## src/rtl/core/dynamic_adjacency_edge_store_defines.svh

```systemverilog
// assertion macros shared by the edge store rtl
`ifndef DYNAMIC_ADJACENCY_EDGE_STORE_DEFINES_SVH
`define DYNAMIC_ADJACENCY_EDGE_STORE_DEFINES_SVH

`ifndef ASSERT_OFF

// property must hold at every clock edge outside reset
`define DAES_ASSERT(name, prop, msg) \
    name: assert property (@(posedge aclk) disable iff (!aresetn) prop) else $error(msg);

// condition must never be seen outside reset
`define DAES_ASSERT_NEVER(name, cond, msg) \
    name: assert property (@(posedge aclk) disable iff (!aresetn) !(cond)) else $error(msg);

`else

`define DAES_ASSERT(name, prop, msg)

`define DAES_ASSERT_NEVER(name, cond, msg)

`endif

`endif

```

## src/rtl/core/daes_ram.sv

```systemverilog
// generic simple dual port ram with registered read
`default_nettype none

module daes_ram #(
    parameter int WIDTH = 8,
    parameter int DEPTH = 16,
    localparam int AW = $clog2(DEPTH)
) (
    input  logic             aclk,
    input  logic             wr_en,
    input  logic [AW-1:0]    wr_addr,
    input  logic [WIDTH-1:0] wr_data,
    input  logic [AW-1:0]    rd_addr,
    output logic [WIDTH-1:0] rd_data
);

    logic [WIDTH-1:0] mem [DEPTH];
    logic [WIDTH-1:0] rd_data_reg;

    always_ff @(posedge aclk) begin
        if (wr_en) begin
            mem[wr_addr] <= wr_data;
        end
        rd_data_reg <= mem[rd_addr];
    end

    assign rd_data = rd_data_reg;

endmodule

`default_nettype wire

```

## config.mk

```make
export PLATFORM = sky130hd
export DESIGN_NAME = daes_ram
export DESIGN_NICKNAME = d
export VERILOG_FILES = /design/src/rtl/core/dynamic_adjacency_edge_store_defines.svh /design/src/rtl/core/daes_ram.sv
export SDC_FILE = /design/constraint.sdc
export NUM_CORES = 1
export LEC_CHECK = 0
export BUFFER_PORTS_ARGS = -buffer_cell sky130_fd_sc_hd__buf_2
export CELL_PAD_IN_SITES_DETAIL_PLACEMENT = 1
export CELL_PAD_IN_SITES_GLOBAL_PLACEMENT = 1
export CORE_MARGIN = 2
export CORE_UTILIZATION = 35
export DETAILED_ROUTE_END_ITERATION = 10
export PLACE_DENSITY_LB_ADDON = 0.1
export SKIP_CTS_REPAIR_TIMING = 1
export SLEW_MARGIN = 20
export SYNTH_ARGS = -nofsm -noshare
export SYNTH_HDL_FRONTEND = slang
export SYNTH_SLANG_ARGS = --single-unit
```

## constraint.sdc

```tcl
create_clock -name aclk -period 2.26 [get_ports aclk]
set_input_delay 0.113 -clock aclk [delete_from_list [all_inputs] [get_ports aclk]]
set_output_delay 0.113 -clock aclk [all_outputs]
set_load 0.03 [all_outputs]
```

After elaboration in Yosys (flattened, before gate mapping)
Memories as Yosys holds them, arrays and structs flattened. A register that Yosys moved wholly into a read port is not among the register bits.
Cells that the tools add are included.
W data, S select, Z words.
- mux-type cells: 2
- operators by type and width (cell ; count):
    $mux W1 ; 2
- register bits: 0
- bits in writable memories: 128
- output and inout port bits: 8
- logic and storage cells: 3
- memories: 1
- memory list (name ; depth ; width ; rd ports ; clocked after memory_dff ; wr ports ; line ; text):
    mem ; 16 ; 8 ; 1 ; 1 ; 1 ; daes_ram.sv:17 ; logic [WIDTH-1:0] mem [DEPTH];

Longest topological paths before layout
Gate-level depths: netlist of run 1.
- depth after elaboration: 2
- mapped depth: 5

Least setup slack after synthesis of run 1
OpenSTA, ideal clock, no wires.
- path type: input-to-reg
- start point: in wr_addr[2]
- end point: mem mem[0][0] (enable)
- arrival: 1.223 ns
- setup slack: 0.654 ns
- stages: 2
- buffers on the path: 0
- path through: or3b_2 nor3_1
- RTL lines (item ; line ; text):
    from (decl) ; daes_ram.sv:11 ; input logic [AW-1:0] wr_addr,
    to (decl) ; daes_ram.sv:17 ;
Straight into the memory's write port.

==> metrics.cfg, run 1 <==
[logic_synthesis]
yosysSeqAreaShare_pct = 77.8
synth-compound-area-share_pct = 2.33
syn_avg_cell_area_um2 = 22.5
ys.flop_type = edfxtp_1
synth_edf_count = 128
muxShareOfSynthArea_pct = 15.0
synth.largest_area_cell = edfxtp_1
synth_top_family_by_area = multiplexers
synth_fa_ha_area_share_pct = 0
yosys.area_share.simple_pct = 3.18
yosysMostFrequentCell = edfxtp_1
postSynth.asyncResetShare_pct = 0
yosysWarnings = 0
ys_ff_latch = 136
yosysUniqueCellTypes = 19
ys_top_cells_by_area = edfxtp_1 (75%), mux4_2 (7.9%), mux4_1 (7.1%)
synth_top_cell_area_share_pct = 74.7
synthesis.area_um2 = 5150
syn_inst = 229
ys_top_cells_by_count = edfxtp_1 (128), mux4_2 (18), a22oi_1 (16)
synth_xor_area_share_pct = 0
syn_nets = 247

[min_path]
min_path_cells = 1
hold_class = in2reg

[place]
placed_area_um2 = 5580
globalplace.congestion = 0.673
port_buffers = 25

[sta]
max_slew.worst_pin.slew_ns = 0.826
period_needed_ns = 1.42
fin_setup_tns_ns = 0
skew_ns = 0.00433
finalSetupViolations = 0
slew_violations = 0
grt_setup_unrepaired = no
fmax_mhz = 703
hold_viol_final = 0
whs_ns = 0.0951
relSlewSlack_pct = 44.7
post-route-period-util_pct = 63.0

[global_route]
antenna_found_initial = 0
grt_use_total_pct = 15.1
grt_pass1_wl_um = 16500
grt_overflow = 0
grt_max_degree = 33
grt_pass1_vias = 2602

[detailed_routing]
num_vias = 2411
wl_per_cell_um = 23.1
wl_um = 11100
first_pass_iters = 4
first_iter_violations = 281
final_antenna_net_count = 0
drc_errors = 0
routed_via_density = 5.04

[critical_path]
cp.arrival_ns = 1.71
cpMaxStageDelayCell = mux4_1
cp_max_fo = 1
rr_worst_depth = 3
cpPeakStageDelay_ns = 0.50
cp-end-kind = flip-flop
path_class = reg2reg
path_cells = mux4_1 > a22oi_1 > nand2_1
cp-start-kind = flip-flop
critPathRequiredTime_ns = 2.55

[floorplanning]
dieArea_um2 = 15700
dieHeight_um = 125
initial_core_util_pct = 35.7
die_w_um = 125
fp.coreArea_um2 = 14400
rows = 44
io_pins = 26

[clock_network]
cts_root_buffer = clkbuf_16
cts.sinks = 136
insertion_delay_ns = 0.41
tritoncts = done
cts_buffers = 17
cts_max_level = 4
cts_buffer_depth = 2
clk_pin_slew_worst_paths_ns = 0.05

[layout]
largest_reg_flops = 128
fillers = 1372
fin_area_um2 = 6070
seq_area_um2 = 4000
antennaDiodeCount = 0
fin_nets = 300
drive_above_1_share_pct = 28.2
multiInputGateArea_um2 = 1060
syn_to_final_growth_pct = 17.8

[pwr]
p_sw_mw = 1.12
ir_worst_vdd_v = 0.000537
leakagePower_nw = 2.04
clockPowerShare_pct = 42.2
combPwrFrac_pct = 5.4
switching_share_pct = 20.6
internal-power_mw = 4.31
p_seq_share_pct = 52.4
power.total_mw = 5.42
power_density_nw_per_um2 = 894

[flow_run]
drv_cap = 0

[run_status]
outcome = complete, no violations

## metrics by stage
stage          utilization, %  instances  setup WS, ns
2_1_floorplan               -        229         0.654
3_3_place_gp             38.7        447         0.602
3_5_place_dp             38.7        447         0.594
4_1_cts                  42.1        478         0.831
5_1_grt                  42.1        478         0.786
6_report                 42.1        478         0.837
## layer usage
| layer | track usage [%] | wire length, um | vias to the layer above |
|---|---|---|---|
| met1 | 20.9 | 5260 | 1282 |
| met2 | 23.0 | 5320 | 43 |
| met4 | 5.29 | 136 | 0 |
| li1 | - | - | 1075 |
| met3 | 4.15 | 335 | 11 |
| met5 | 0 | 0 | - |
## cells by family after synthesis
kind of cell	count (synthesis)
AOI/OAI and AO/OA	16
buffers and inverters	10
DFF	136
muxes	32
and+or+nand+nor	35
## worst paths after layout
kind | startpoint | endpoint | slack [ns]
setup reg to reg | mem[1][3] | rd_data[3] | 0.84
hold reg to reg | mem[12][0] | rd_data[0] | 0.68
setup / recovery | mem[1][3] | rd_data[3] | 0.84
hold / removal | wr_data[4] | mem[7][4] | 0.1
## cell usage in the layout (no fill, tap or decap)
| cell | n |
|---|---|
| a22oi_1 | 16 |
| and2_1 | 1 |
| and2b_1 | 1 |
| buf_12 | 2 |
| buf_2 | 25 |
| buf_4 | 17 |
| clkbuf_1 | 7 |
| clkbuf_16 | 17 |
| clkinv_1 | 4 |
| clkinv_2 | 3 |
| dfxtp_1 | 8 |
| edfxtp_1 | 128 |
| mux4_1 | 14 |
| mux4_2 | 18 |
| nand2_1 | 9 |
| nand2b_1 | 2 |
| nand3_1 | 1 |
| nand3b_1 | 2 |
| nor2_1 | 13 |
| nor2b_1 | 1 |
| nor3_1 | 4 |
| or3b_2 | 1 |
## critical path: cells and delay by family, from the launching register on
kind            cells  cell delay, ns
compound gates      1            0.35
flops               1            0.36
mux                 1            0.50
simple gates        1            0.09
## final cells by class
cell class,instances,share of cell area [%]
clock inverter,7,0.495
clock buffer,24,7.45
sequential,136,66.0
timing repair buffer,44,4.83
multi-input combinational,83,17.4
tap,184,3.80
## power by group through the flow
stage / Clock, mW / Combinational (mW) / Sequential [mW]
4_1_cts: 2.34 / 0.302 / 2.84
3_5_place_dp: 0 / 0.302 / 2.89
3_3_place_gp: 0 / 0.299 / 2.89
6_report: 2.29 / 0.292 / 2.84
5_1_grt: 2.44 / 0.319 / 2.85
2_1_floorplan: 0 / 0.143 / 2.92
No activity file was read; power rests on OpenSTA's default activity.
==> run 2: changes to the inputs <==
Settings changed: ABC_AREA set to 1.
Clock period 2.26 ns to 1.2 ns, I/O delays scaled along.
==> metrics.cfg, run 2 <==
[run_status]
outcome = complete, no violations

[global_route]
grt_pass1_wl_um = 25500
grt_pass1_vias = 4141
grt_overflow = 0
grt_use_total_pct = 19.9
antenna_found_initial = 0
grt_max_degree = 57

[pwr]
switching_share_pct = 21.4
leakagePower_nw = 2.99
combPwrFrac_pct = 6.7
ir_worst_vdd_v = 0.000983
power_density_nw_per_um2 = 1690
p_seq_share_pct = 45.8
internal-power_mw = 9.18
p_sw_mw = 2.50
clockPowerShare_pct = 47.5

[logic_synthesis]
syn_inst = 551
synth_top_cell_area_share_pct = 66.7
synthesis.area_um2 = 5770
syn_nets = 569
syn_avg_cell_area_um2 = 10.5
yosysSeqAreaShare_pct = 69.4
ys_top_cells_by_count = nand2_1 (173), edfxtp_1 (128), inv_1 (100)
yosysMostFrequentCell = nand2_1
ys_ff_latch = 136
ys.flop_type = edfxtp_1
postSynth.asyncResetShare_pct = 0
synth.largest_area_cell = edfxtp_1
synth_edf_count = 128
yosysWarnings = 0
ys_top_cells_by_area = edfxtp_1 (67%), nand2_1 (11%), nand3_1 (8.4%)
yosysUniqueCellTypes = 12

[sta]
fmax_mhz = 915
fin_setup_tns_ns = 0
period_needed_ns = 1.09
grt_setup_unrepaired = no
fin_ws_ns = 0.107
finalSetupViolations = 0
skew_ns = 0.00511
relSlewSlack_pct = 67.7
max_slew.worst_pin.slew_ns = 0.485
hold_viol_final = 0
slew_violations = 0
post-route-period-util_pct = 91.1

[floorplanning]
io_pins = 26
rows = 46
dieHeight_um = 132
dieArea_um2 = 17500
fp.coreArea_um2 = 16000
die_w_um = 132
initial_core_util_pct = 36.0

[critical_path]
path_buf_inv = 1
path_cells = buf_2
cp-start-kind = flip-flop
critPathRequiredTime_ns = 1.14
cp.arrival_ns = 1.03
path_class = reg2out
cp_max_fo = 1
regToRegSetupSlack_ns = 0.18
cp_top_family = flip-flops
cpMaxStageDelayCell = dfxtp_1
cpPeakStageDelay_ns = 0.38
cp-end-kind = primary output
crit_cells = 1
rr_worst_depth = 6

[clock_network]
clk_pin_slew_worst_paths_ns = 0.06
cts_buffers = 17
tritoncts = done
cts.sinks = 136
insertion_delay_ns = 0.42
cts_max_level = 4
cts_buffer_depth = 2
cts_root_buffer = clkbuf_16

[detailed_routing]
drc_errors = 0
first_iter_violations = 241
wl_met2_um = 7280
first_pass_iters = 4
dr.max_layer_used = met4
num_vias = 3910
dr_wl_met3_um = 764
wl_um = 16200
routedLengthMet1_um = 7820
routed_via_density = 4.72
final_antenna_net_count = 0
wl_per_cell_um = 19.5

[layout]
final_cell_mix = nand2_1 (173), edfxtp_1 (128), inv_1 (100)
final_common_cell = nand2_1
drive_above_1_share_pct = 13.2
largest_reg_flops = 128
antennaDiodeCount = 0
syn_to_final_growth_pct = 19.5
fin_nets = 618

[flow_run]
drv_cap = 0

[place]
globalplace.congestion = 0.785
place_ws_ns = 0.0607
hpwlAfterDp_um = 10200
port_buffers = 25

[min_path]
min_path_cells = 1
hold_class = in2reg

[run 2: changes by cell type after synthesis, sizes merged, moves of 16 or more]
| cell | delta |
|---|---|
| buf | +17 |
| nand2 | +164 |
| nand3 | +96 |
| mux4 | -32 |
| inv | +102 |
| a22oi | -16 |
[run 2: worst paths after layout]
check	to	startpoint
max	rd_data[5]	rd_data[5]
min	mem[1][1]	wr_data[1]
max reg2reg	rd_data[7]	mem[9][7]
min reg2reg	rd_data[0]	mem[2][0]
[run 2: cell type report]
cell class	count	area, um2
Fill cell	1782	9110
Sequential cell	136	4000
Multi-Input combinational cell	289	1210
Clock buffer	20	437
Timing Repair Buffer	54	405
Inverter	102	383
Tap cell	216	270
Clock inverter	12	180
[run 2: logic make-up (layout without fill, tap and decap cells)]
family	after synthesis	in the layout	share of synthesized area, %
flops	136	136	69.4
simple gates	289	289	21.0
buf+inv	126	188	9.52
[run 2: metal layers]
layer	GRT usage (%)	up-vias
met4	6.27	0
met1	28.6	1929
met5	0	-
li1	-	1871
met2	30.2	89
met3	4.46	21
[run 2: per-stage QoR]
step	area, um2	hold slack (ns)	power (mW)	std cells	util [%]
after CTS	6890	0.0606	11.8	829	43.1
final	6890	0.0665	11.7	829	43.1
after global routing	6890	0.0680	12.1	829	43.1
after global placement	6280	0.497	6.23	797	39.2
after floorplan	5770	0.159	5.87	551	-
after detailed placement	6280	0.498	6.24	797	39.2
[run 2: power by group through the flow]
stage / logic (mW) / registers, mW / clock network [mW]
2_1_floorplan: 0.375 / 5.50 / 0
3_3_place_gp: 0.780 / 5.45 / 0
3_5_place_dp: 0.787 / 5.45 / 0
4_1_cts: 0.793 / 5.35 / 5.65
5_1_grt: 0.864 / 5.36 / 5.85
6_report: 0.776 / 5.35 / 5.55
==> run 3: changes to the inputs <==
Settings changed: CELL_PAD_IN_SITES_DETAIL_PLACEMENT 1 to 2, CELL_PAD_IN_SITES_GLOBAL_PLACEMENT 1 to 2.
==> metrics.cfg, run 3 (synthesis gave the netlist of run 2 again) <==
[flow_run]
drv_cap = 0

[pwr]
ir_worst_vdd_v = 0.000916
power.total_mw = 11.1
power_density_nw_per_um2 = 1600
leakagePower_nw = 3.01

[critical_path]
critPathRequiredTime_ns = 1.14
cp-end-kind = primary output
path_class = reg2out
cpPeakStageDelay_ns = 0.40
cpMaxStageDelayCell = dfxtp_1
cp.arrival_ns = 1.06
path_buf_inv = 1
cp-start-kind = flip-flop
path_cells = buf_2
cp_max_fo = 1
cp_top_family = flip-flops

[sta]
slew_violations = 0
hold_viol_final = 0
fin_setup_tns_ns = 0
grt_setup_unrepaired = no
finalSetupViolations = 0
whs_ns = 0.0688
relSlewSlack_pct = 74.6
skew_ns = 0.00388
max_slew.worst_pin.slew_ns = 0.380
fmax_mhz = 893
post-route-period-util_pct = 93.3
period_needed_ns = 1.12

[place]
globalplace.congestion = 0.741
port_buffers = 25
hpwlAfterDp_um = 11300
placed_area_um2 = 6370

[clock_network]
tritoncts = done
cts_root_buffer = clkbuf_16
cts_buffer_depth = 2
clk_pin_slew_worst_paths_ns = 0.06
insertion_delay_ns = 0.42
cts.sinks = 136
cts_max_level = 4
cts_buffers = 17

[detailed_routing]
first_pass_iters = 4
routed_via_density = 4.75
drc_errors = 0
wl_per_cell_um = 19.8
num_vias = 3994
final_antenna_net_count = 0
first_iter_violations = 262
wl_um = 16600

[floorplanning]
dieArea_um2 = 17500
io_pins = 26
rows = 46
dieHeight_um = 132
die_w_um = 132
fp.coreArea_um2 = 16000
initial_core_util_pct = 36.0

[layout]
fin_nets = 629
fillers = 1676
final_common_cell = nand2_1
drive_above_1_share_pct = 14.7
antennaDiodeCount = 0
syn_to_final_growth_pct = 19.9
largest_reg_flops = 128
final_cell_mix = nand2_1 (173), edfxtp_1 (128), inv_1 (100)
utilization_pct = 43.2
fin_area_um2 = 6920

[global_route]
grt_overflow = 0
grt_max_degree = 32
grt_pass1_vias = 4417
grt_pass1_wl_um = 26000
grt_use_total_pct = 20.3
antenna_found_initial = 0

[min_path]
hold_class = in2reg

[run_status]
outcome = complete, no violations

==> run 3: changes by cell type in the layout (fill, tap and decap cells not counted) <==
cell,delta
clkinv_1,+1
buf_12,+1
clkinv_2,+2
clkinvlp_4,+1
clkbuf_1,-1
bufinv_16,-3
buf_4,+10
==> run 3: path summary, 6_finish.rpt <==
path              startpoint    endpoint  slack [ns]  depth (start not counted)
setup reg to reg  mem[13][4]  rd_data[4]        0.14                          6
setup / recovery  rd_data[4]  rd_data[4]        0.08                          1
hold reg to reg   mem[11][7]  rd_data[7]        0.67                          6
hold / removal    wr_data[2]  mem[14][2]        0.07                          1
==> run 3: power by group <==
group	internal (mW)	switching, mW
sequential	5.31	0.0418
combinational	0.247	0.560
clock	2.99	1.90
==> run 3: area by class of cell <==
| type | instances | area, um2 | share of cell area [%] |
|---|---|---|---|
| flip-flops and latches | 136 | 4000 | 57.9 |
| multi-input cells | 289 | 1210 | 17.6 |
| repair buffers | 65 | 500 | 7.24 |
| clock buffers | 19 | 433 | 6.26 |
| inverters | 102 | 383 | 5.54 |
| well taps | 216 | 270 | 3.91 |
| clock inverters | 13 | 111 | 1.61 |
==> run 3: worst reg2reg max path, delay by kind of cell, from the launching register on <==
kind	cells	cell delay [ns]
buffers and inverters	1	0.07
flip-flops	1	0.38
AND/OR/NAND/NOR	5	0.49
==> run 3: stage by stage <==
step,cells,setup slack (ns)
global placement,808,0.000703
detailed placement,808,-0.00684
CTS,840,0.0804
finish,840,0.0807
floorplan,551,0.189
global route,840,0.0487
==> run 3: per-layer routing <==
metal / share of wire (%) / vias to the layer above / wire, um / GRT usage [%]
met2: 50 / 68 / 8290 / 34.2
met5: 0 / - / 0 / 0
met4: 1.5 / 0 / 257 / 6.93
met3: 2.9 / 17 / 476 / 3.69
li1: - / 1893 / - / -
met1: 46 / 2016 / 7590 / 26.4
