<file path="config.mk">
export PLATFORM = sky130hd
export DESIGN_NAME = daes_scan
export DESIGN_NICKNAME = d
export VERILOG_FILES = /design/src/rtl/core/dynamic_adjacency_edge_store_defines.svh /design/src/rtl/core/daes_pkg.sv /design/src/rtl/core/daes_scan.sv
export SDC_FILE = /design/constraint.sdc
export NUM_CORES = 1
export LEC_CHECK = 0
export BUFFER_PORTS_ARGS = -buffer_cell sky130_fd_sc_hd__buf_2
export CAP_MARGIN = 10
export CORE_ASPECT_RATIO = 1.75
export CORE_UTILIZATION = 30
export DETAILED_ROUTE_END_ITERATION = 10
export SYNTH_ARGS = -nofsm -noshare
export SYNTH_HDL_FRONTEND = slang
export SYNTH_SLANG_ARGS = --single-unit
export TNS_END_PERCENT = 100
</file>
<file path="constraint.sdc">
create_clock -name aclk -period 4.6 [get_ports aclk]
set_input_delay 0.46 -clock aclk [delete_from_list [all_inputs] [get_ports aclk]]
set_output_delay 0.46 -clock aclk [all_outputs]
set_load 0.01 [all_outputs]
</file>
<file path="src/rtl/core/dynamic_adjacency_edge_store_defines.svh">
// assertion macros shared by the edge store rtl
`ifndef DYNAMIC_ADJACENCY_EDGE_STORE_DEFINES_SVH
`define DYNAMIC_ADJACENCY_EDGE_STORE_DEFINES_SVH

`ifndef ASSERT_OFF

// property must hold at every clock edge outside reset
`define DAES_ASSERT(name, prop, msg) \
    name: assert property (@(posedge aclk) disable iff (!aresetn) prop) else $error(msg);

// condition must never be seen outside reset
`define DAES_ASSERT_NEVER(name, cond, msg) \
    name: assert property (@(posedge aclk) disable iff (!aresetn) !(cond)) else $error(msg);

`else

`define DAES_ASSERT(name, prop, msg)

`define DAES_ASSERT_NEVER(name, cond, msg)

`endif

`endif

</file>
<file path="src/rtl/core/daes_pkg.sv">
// shared types and constants of the adjacency edge store
`default_nettype none

package daes_pkg;

    localparam int NODE_W    = 10;
    localparam int FUNC_W    = 2;
    localparam int CHANGED_W = 2;
    localparam int SDEG_W    = 5;
    localparam int TOTAL_W   = 15;

    localparam logic [FUNC_W-1:0] FUNC_INSERT = 2'd0;
    localparam logic [FUNC_W-1:0] FUNC_REMOVE = 2'd1;

    typedef struct packed {
        logic [FUNC_W-1:0] func;
        logic [NODE_W-1:0] src_id;
        logic [NODE_W-1:0] dst_id;
    } daes_in_t;

    typedef struct packed {
        logic [CHANGED_W-1:0] edges_changed;
        logic                 edge_present;
        logic                 list_full;
        logic                 self_loop;
        logic [SDEG_W-1:0]    source_degree;
        logic [TOTAL_W-1:0]   edge_total;
    } daes_out_t;

    typedef struct packed {
        logic              start;
        logic [NODE_W-1:0] target;
    } daes_scan_cmd_t;

    typedef struct packed {
        logic busy;
        logic done;
        logic found;
    } daes_scan_sts_t;

endpackage

`default_nettype wire

</file>
<file path="src/rtl/core/daes_scan.sv">
// neighbor list scanner: one slot read and compare per cycle
`default_nettype none

module daes_scan #(
    parameter int NODE_COUNT = 1024,
    parameter int MAX_DEGREE = 16,
    localparam int NA_W   = $clog2(NODE_COUNT),
    localparam int SLOT_W = (MAX_DEGREE > 1) ? $clog2(MAX_DEGREE) : 1,
    localparam int DEG_W  = $clog2(MAX_DEGREE + 1)
) (
    input  logic                            aclk,
    input  logic                            aresetn,
    input  daes_pkg::daes_scan_cmd_t        cmd,
    input  logic [NA_W-1:0]                 node_addr,
    input  logic [DEG_W-1:0]                count,
    output logic [NA_W+SLOT_W-1:0]          rd_addr,
    input  logic [daes_pkg::NODE_W-1:0]     rd_data,
    output daes_pkg::daes_scan_sts_t        sts,
    output logic [SLOT_W-1:0]               slot
);

    logic                        busy_reg;
    logic                        done_reg;
    logic                        found_reg;
    logic [SLOT_W-1:0]           slot_reg;
    logic [NA_W-1:0]             node_reg;
    logic [daes_pkg::NODE_W-1:0] target_reg;
    logic [DEG_W-1:0]            count_reg;
    logic [DEG_W-1:0]            issue_reg;
    logic                        chk_valid_reg;
    logic [SLOT_W-1:0]           chk_slot_reg;

    logic match;
    logic more;

    // the shared compare unit: returned entry against target, issue index against count
    assign match = chk_valid_reg && (rd_data == target_reg);
    assign more  = issue_reg < count_reg;

    assign rd_addr = {node_reg, issue_reg[SLOT_W-1:0]};

    always_ff @(posedge aclk) begin
        if (!aresetn) begin
            busy_reg      <= 1'b0;
            done_reg      <= 1'b0;
            chk_valid_reg <= 1'b0;
        end else begin
            done_reg <= 1'b0;
            if (cmd.start) begin
                busy_reg      <= 1'b1;
                node_reg      <= node_addr;
                target_reg    <= cmd.target;
                count_reg     <= count;
                issue_reg     <= '0;
                chk_valid_reg <= 1'b0;
            end else if (busy_reg) begin
                if (match) begin
                    busy_reg  <= 1'b0;
                    done_reg  <= 1'b1;
                    found_reg <= 1'b1;
                    slot_reg  <= chk_slot_reg;
                end else if (more) begin
                    chk_valid_reg <= 1'b1;
                    chk_slot_reg  <= issue_reg[SLOT_W-1:0];
                    issue_reg     <= issue_reg + DEG_W'(1);
                end else begin
                    busy_reg  <= 1'b0;
                    done_reg  <= 1'b1;
                    found_reg <= 1'b0;
                end
            end
        end
    end

    assign sts.busy  = busy_reg;
    assign sts.done  = done_reg;
    assign sts.found = found_reg;
    assign slot      = slot_reg;

endmodule

`default_nettype wire

</file>
## Word level (Yosys, flattened, before mapping)

Index checks and enable logic that the tools add are counted.

| storage, ports and cells | value |
|---|---|
| register bits | 42 |
| bits in latches | 0 |
| bits in writable memories | 0 |
| ROM bits | 0 |
| input port bits | 38 |
| output and inout bits | 21 |
| word-level logic and storage cells | 40 |
| memories kept | 0 |

| operators by class | value |
|---|---|
| add/subtract/negate cells | 1 |
| multipliers | 0 |
| divide/modulo/power cells | 0 |
| magnitude comparators | 1 |
| eq/ne operators | 3 |
| shift-type cells | 0 |
| muxes and demuxes | 10 |
| bitwise operators | 4 |
| reduce and logical (&&, ||, !) cells | 11 |

Operators by type and width:

| cell | number |
|---|---|
| $mux W5 | 3 |
| $reduce_and A4 Y1 | 3 |
| $eq A10 B10 Y1 | 1 |
| $mux W1 | 7 |
| $add A5 B1 Y5 const B | 1 |
| $lt A5 B5 Y1 | 1 |
| $reduce_and A5 Y1 | 1 |
| $ne A2 B2 Y1 const B | 2 |
| $not A1 Y1 | 4 |
| $reduce_bool A2 Y1 | 2 |
| $reduce_and A3 Y1 | 1 |
| $reduce_or A3 Y1 | 1 |
| $reduce_and A2 Y1 | 1 |
| $reduce_or A2 Y1 | 1 |
| $logic_and A1 B1 Y1 | 1 |

## Longest topological paths before layout

Gate-level depths: netlist of run 1.

| logic depth | value |
|---|---|
| depth after elaboration | 5 |
| gate-level depth with buffers | 6 |
| mapped depth without buffers | 6 |

## Worst setup path before layout of run 1

No wires, ideal clock.

| path | value |
|---|---|
| path kind | register to register |
| start point | reg issue_reg[1] |
| end point | reg issue_reg[0] (enable) |
| setup time | 376 ps |
| data arrival time | 1,618 ps |
| required time | 4,224 ps |
| setup slack | 2,605 ps |
| stages on the path, launching flop included | 6 |
| path buffers | 0 |
| clock period less this slack | 1,995 ps |
| path through | edfxtp_1 > ha_1 > o21ai_0 > a21o_1 > a21oi_1 > o31ai_1 |

| between the ends | value |
|---|---|
| cells in the longest elaborated chain, start to end | 3 |

RTL lines:

| item | RTL line | RTL |
|---|---|---|
| start: declaration | daes_scan.sv:29 | `logic [DEG_W-1:0] issue_reg;` |
| start signal: assignment | daes_scan.sv:65 | `issue_reg <= issue_reg + DEG_W'(1);` |
| $lt A5 B5 Y1 | daes_scan.sv:38 | `assign more = issue_reg < count_reg;` |
| $reduce_bool A2 Y1 (no source line) | -- |  |
| $reduce_and A4 Y1 (no source line) | -- |  |

No other way between the ends.
A chain may end at the register's enable or synchronous reset.

## Final worst setup path of run 1

| path | value |
|---|---|
| start point | reg issue_reg[1] |
| end point | reg issue_reg[4] (enable) |

Same word-level chain as after synthesis.

==> results of run 1 <==
## stage by stage
stage	instances	setup WS, ns
2_1_floorplan	103	2.605
3_3_place_gp	228	2.416
3_5_place_dp	228	2.322
4_1_cts	235	2.298
5_1_grt	235	2.157
6_report	235	2.354
## cell families (layout without fill, tap and decap cells)
family,Yosys count,count (layout),synth area share [%]
AOI/OAI and AO/OA,10,10,5.157
adders and majority gates,5,5,3.737
xor gates and xnor gates,13,13,6.801
and+or+nand+nor,20,20,6.278
DFF,42,42,73.54
buffers and inverters,13,71,4.484
## final cells by class
cell class              count  area [sq um]  area share [%]
clock buffers               5         68.82           3.266
inverters                   6         22.52           1.069
well taps                  74         92.59           4.394
repair buffers             58         290.3           13.78
clock inverters             2         33.78           1.603
multi-input cells          48         367.9           17.46
flip-flops and latches     42          1231           58.43
## worst max-delay path by stage
stage | end | slack, ns | depth (start not counted)
floorplan | issue_reg[0] | 2.61 | 5
global placement | issue_reg[1] | 2.42 | 5
detailed placement | issue_reg[0] | 2.32 | 5
CTS | issue_reg[4] | 2.30 | 5
global route | issue_reg[4] | 2.16 | 5
finish | issue_reg[4] | 2.35 | 5
## critical path: cells and delay by family (launching register included)
| family | cells | cell delay [ns] |
|---|---|---|
| AO/OA/AOI/OAI | 4 | 1.09 |
| adder cells (fa/ha/maj) | 1 | 0.32 |
| flip-flops | 1 | 0.46 |
## synth_stat cells
cell,n
o31ai_1,3
inv_1,6
xnor2_1,11
a21o_1,1
nor2_1,6
xor2_1,2
buf_4,7
nor2b_1,2
dfxtp_1,3
nand4_2,1
o21ai_0,2
ha_1,5
nor3_1,2
nand2_1,4
nand4_1,1
o31ai_4,1
nor4_1,1
a21oi_1,1
edfxtp_1,39
nand3_1,2
o21ba_1,2
nand3_2,1
## report_power, final
part	internal (uW)	switching, uW	total (uW)
Clock	157	116	273
Combinational	35.9	39.1	75.0
Sequential	443	11.5	455
## per-layer routing
metal	vias to the layer above	wire (microns)	track usage (%)
li1	483	-	-
met1	460	960	9.396
met2	50	1459	17.60
met3	9	240	4.108
met4	0	87	7.143
met5	-	0	0
==> impl_metrics.py, run 1 <==
metrics = {
    "clocking": {
        "root_buffer": "clkbuf_8",
        "cts_sinks": 42,
        "cts_hold_buf": 0,
        "cts_made_buffers": 5,
        "cts_tree": "done",
        "clock_path_buffers": 2,
        "cts_setup_buffers": 0,
        "clk_pin_slew_worst_paths_ns": 0.07,
        "clock_latency_ns": 0.29,
        "htreeDepth": 2,
        "ctsResizeCount": 0,
    },
    "final_layout": {
        "num_antenna_cells": 0,
        "layout_commonest_cell": "buf_2",
        "post-route-util_pct": 39.76,
        "final_layout_size_suffix_gt1_share_pct": 41.61,
        "nNetsFinal": 204,
        "design_area_sq_um": 2107,
        "final_cell_mix": "buf_2 (58), edfxtp_1 (39), xnor2_1 (11)",
        "nFillCells": 511,
        "syn_to_final_growth_pct": 25.86,
    },
    "timing": {
        "drv_slew": 0,
        "tns_ns": 0,
        "finalSetupViolCount": 0,
        "finalClockSkew_ns": 0.004839,
        "tightest_slew_ns": 0.9180,
        "rsz0062_at_grt": "false",
        "timing.final.crit_share_pct": 48.82,
        "hold_slack_ns": 0.3388,
        "hold_violations": 0,
        "relSlewSlack_pct": 38.73,
        "fin_crit_ns": 2.246,
        "max_clock_freq_mhz": 445.3,
    },
    "min_path": {
        "hold_class": "in2reg",
        "hold_start": "node_addr[8]",
        "hold_depth": 1,
        "min_to": "node_reg[8]",
    },
    "setup_path": {
        "critPathLaunchType": "register",
        "critPathMaxStageDelay_ns": 0.70,
        "cp-end-kind": "register",
        "crit_required_ns": 4.53,
        "crit_arrival_ns": 2.17,
        "r2r_end": "issue_reg[4]",
        "crit_chain": "ha_1, o21ai_0, a21o_1, a21oi_1, o31ai_1",
        "critPathMaxFanout": 6,
        "rr_worst_depth": 5,
        "worstSetupPathType": "reg2reg",
        "cp_slowest_cell": "o31ai_1",
        "r2r-start": "issue_reg[1]",
        "critical_path.startpoint": "issue_reg[1]",
        "reg2reg_slack_ns": 2.35,
    },
    "run_status": {
        "status": "finished, final reports clean",
    },
    "die": {
        "start_util_pct": 31.59,
        "io_pins": 59,
        "dieArea_sq_um": 5895,
        "std_cell_rows": 35,
        "core_sq_um": 5299,
        "die_w_microns": 58.47,
        "die_y_microns": 100.8,
    },
    "routing": {
        "firstDrtPassIters": 4,
        "vias": 1002,
        "wl_mm": 2.748,
        "wl_per_cell_microns": 11.69,
        "drc_errors": 0,
        "final_antenna_net_count": 0,
        "drt_iter0_drc": 9,
        "vias_per_cell": 4.264,
    },
    "synth": {
        "syn-cell-area_sq_um": 1674,
        "yosysWarningCount": 0,
        "synth.yosys.seq_area_share_pct": 73.54,
        "synth.largest_area_cell": "edfxtp_1",
        "syn_nets": 146,
        "synth_cell_types": 22,
        "syn_area_per_cell_sq_um": 16.25,
        "yosys.area.top_type_share_pct": 69.96,
        "synth_seq_cells": 42,
        "postSynthCellCount": 103,
        "yosys-top-cells-area": "edfxtp_1 (70%), xnor2_1 (5.8%), ha_1 (3.7%), dfxtp_1 (3.6%), buf_4 (3.1%)",
    },
    "power": {
        "leakage_uw": 0.0008477,
        "p_per_area_nw_per_um2": 380.8,
        "fin_total_pwr_uw": 802.3,
        "ir_drop_v": 0.0002400,
    },
    "placed_design": {
        "dp_hpwl_mm": 2.159,
        "gp_congestion": 0.7364,
        "port_buffers": 58,
        "placed_cell_area_sq_um": 2004,
    },
    "global_route": {
        "grt_antenna_before_repair": 0,
        "grt_max_degree": 26,
        "overflow": 0,
        "grt_usage_pct": 10.18,
        "grt_pass1_vias": 1006,
        "grt_pass1_wl_mm": 4.236,
    },
    "job": {
        "drv_cap": 0,
    },
}
Power figures use the tool's default switching activity.
==> run 2: changes to the inputs <==
Clock period 4.6 ns to 1.93 ns, I/O delays scaled along.
==> run 2 against run 1 <==
  * Die area stayed put
  * First-iteration DRC count is 140% higher
  * Sequential share of layout area is 2.5 points lower
  * Flip-flop and latch count stayed put
  * Highest routed layer unchanged
  * Wire length is 0.36% higher
  * Via count is 1.3% higher
  * Combinational power grew to 2.7 times the previous value
  * Critical endpoint is now issue_reg[1]
==> impl_metrics.py, run 2 (synthesis gave the netlist of run 1 again) <==
metrics = {
    "run_status": {
        "status": "finished, final reports clean",
    },
    "clocking": {
        "clock_path_buffers": 2,
        "cts_tree": "done",
        "cts_sinks": 42,
        "clk_pin_slew_worst_paths_ns": 0.08,
        "htreeDepth": 2,
        "cts_hold_buf": 0,
        "cts_setup_buffers": 0,
        "cts_made_buffers": 5,
        "ctsResizeCount": 0,
        "root_buffer": "clkbuf_8",
        "clock_latency_ns": 0.29,
    },
    "setup_path": {
        "crit_required_ns": 1.94,
        "rr_worst_depth": 6,
        "crit_arrival_ns": 1.79,
        "critPathMaxFanout": 5,
        "cp-end-kind": "register",
        "cp_slowest_cell": "edfxtp_1",
        "critPathMaxStageDelay_ns": 0.40,
        "worstSetupPathType": "reg2reg",
        "crit_chain": "ha_1, o21ai_0, a21o_1, a21oi_1, o31ai_2, buf_4",
        "critPathLaunchType": "register",
    },
    "routing": {
        "vias": 1015,
        "final_antenna_net_count": 0,
        "drt_iter0_drc": 22,
        "firstDrtPassIters": 4,
        "drc_errors": 0,
        "wl_per_cell_microns": 11.35,
        "vias_per_cell": 4.177,
        "wl_mm": 2.758,
    },
    "power": {
        "ir_drop_v": 0.0006043,
        "intPower_uw": 1672,
        "fin_total_pwr_uw": 2099,
        "p_per_area_nw_per_um2": 954.3,
        "p_sw_share_pct": 20.34,
        "leakage_uw": 0.0009026,
        "switchingPower_uw": 426.9,
        "pwr-share-clk_pct": 39.1,
        "p_seq_share_pct": 51.3,
        "pwr-share-comb_pct": 9.6,
    },
    "final_layout": {
        "syn_to_final_growth_pct": 31.39,
        "num_antenna_cells": 0,
        "final_layout_size_suffix_gt1_share_pct": 45.56,
        "final_cell_mix": "buf_2 (58), edfxtp_1 (39), xnor2_1 (11)",
        "finalNonFillerCells": 243,
        "layout_commonest_cell": "buf_2",
        "nNetsFinal": 211,
    },
    "placed_design": {
        "gp_congestion": 0.7758,
        "placedCellCount": 235,
        "dp_hpwl_mm": 2.141,
        "port_buffers": 58,
    },
    "global_route": {
        "grt_pass1_wl_mm": 4.436,
        "grt_max_degree": 26,
        "grt_antenna_before_repair": 0,
        "overflow": 0,
        "grt_usage_pct": 10.35,
        "grt_pass1_vias": 1008,
    },
    "timing": {
        "fin_crit_ns": 1.782,
        "timing.final.crit_share_pct": 92.35,
        "tightest_slew_ns": 0.3259,
        "tns_ns": 0,
        "finalClockSkew_ns": 0.005458,
        "hold_violations": 0,
        "drv_slew": 0,
        "relSlewSlack_pct": 78.28,
        "finalSetupViolCount": 0,
        "max_clock_freq_mhz": 561.1,
        "hold_slack_ns": 0.06861,
        "rsz0062_at_grt": "false",
    },
    "job": {
        "drv_cap": 0,
    },
    "die": {
        "die_y_microns": 100.8,
        "io_pins": 59,
        "start_util_pct": 31.59,
        "std_cell_rows": 35,
        "dieArea_sq_um": 5895,
        "core_sq_um": 5299,
        "die_w_microns": 58.47,
    },
    "min_path": {
        "hold_class": "in2reg",
        "hold_depth": 1,
    },
}
-- run 2: changes by cell type in the layout (fill, tap and decap cells not counted), sizes merged --
cell / delta
bufinv: +1
buf: +7
-- run 2: path summary, 6_finish.rpt --
check	startpoint	to	slack [ns]
worst max register to register	issue_reg[1]	issue_reg[1]	0.15
worst min register to register	chk_slot_reg[2]	slot[2]	0.43
worst min-delay path	node_addr[9]	node_reg[9]	0.07
worst max-delay path	issue_reg[1]	issue_reg[1]	0.15
-- run 2: critical path, delay by kind of cell, from the launching register on --
kind | cells | cell delay [ns]
compound gates | 4 | 0.63
buf+inv | 1 | 0.18
flops | 1 | 0.40
fa+ha+maj | 1 | 0.29
-- run 2: stage by stage --
stage,utilization [%],setup WS [ns],area [sq um]
2_1_floorplan,-,0.07163,1679
3_3_place_gp,38.91,0.1720,2062
3_5_place_dp,38.91,0.1512,2062
4_1_cts,41.51,0.1340,2200
5_1_grt,41.51,0.03567,2200
6_report,41.51,0.1477,2200
-- run 2: per-layer routing --
metal / global-route usage, % / routed length (microns) / vias to the layer above
met4: 6.044 / 66 / 0
met1: 10.43 / 1031 / 468
met2: 17.86 / 1465 / 46
met3: 3.723 / 194 / 7
met5: 0 / 0 / -
li1: - / - / 494
-- run 2: cell type report --
class                      count  area (sq um)
fill                         481          3099
sequential                    42          1231
multi-input combinational     48         372.9
timing repair buffer          65         342.8
tap                           74         92.59
clock buffer                   5         68.82
clock inverter                 3         68.82
inverter                       6         22.52
-- run 2: power by group through the flow --
stage / logic (uW) / clock network [uW] / registers (uW)
6_report: 201 / 820 / 1080
5_1_grt: 227 / 872 / 1080
4_1_cts: 206 / 843 / 1080
3_5_place_dp: 205 / 0 / 1100
3_3_place_gp: 199 / 0 / 1100
2_1_floorplan: 109 / 0 / 1110
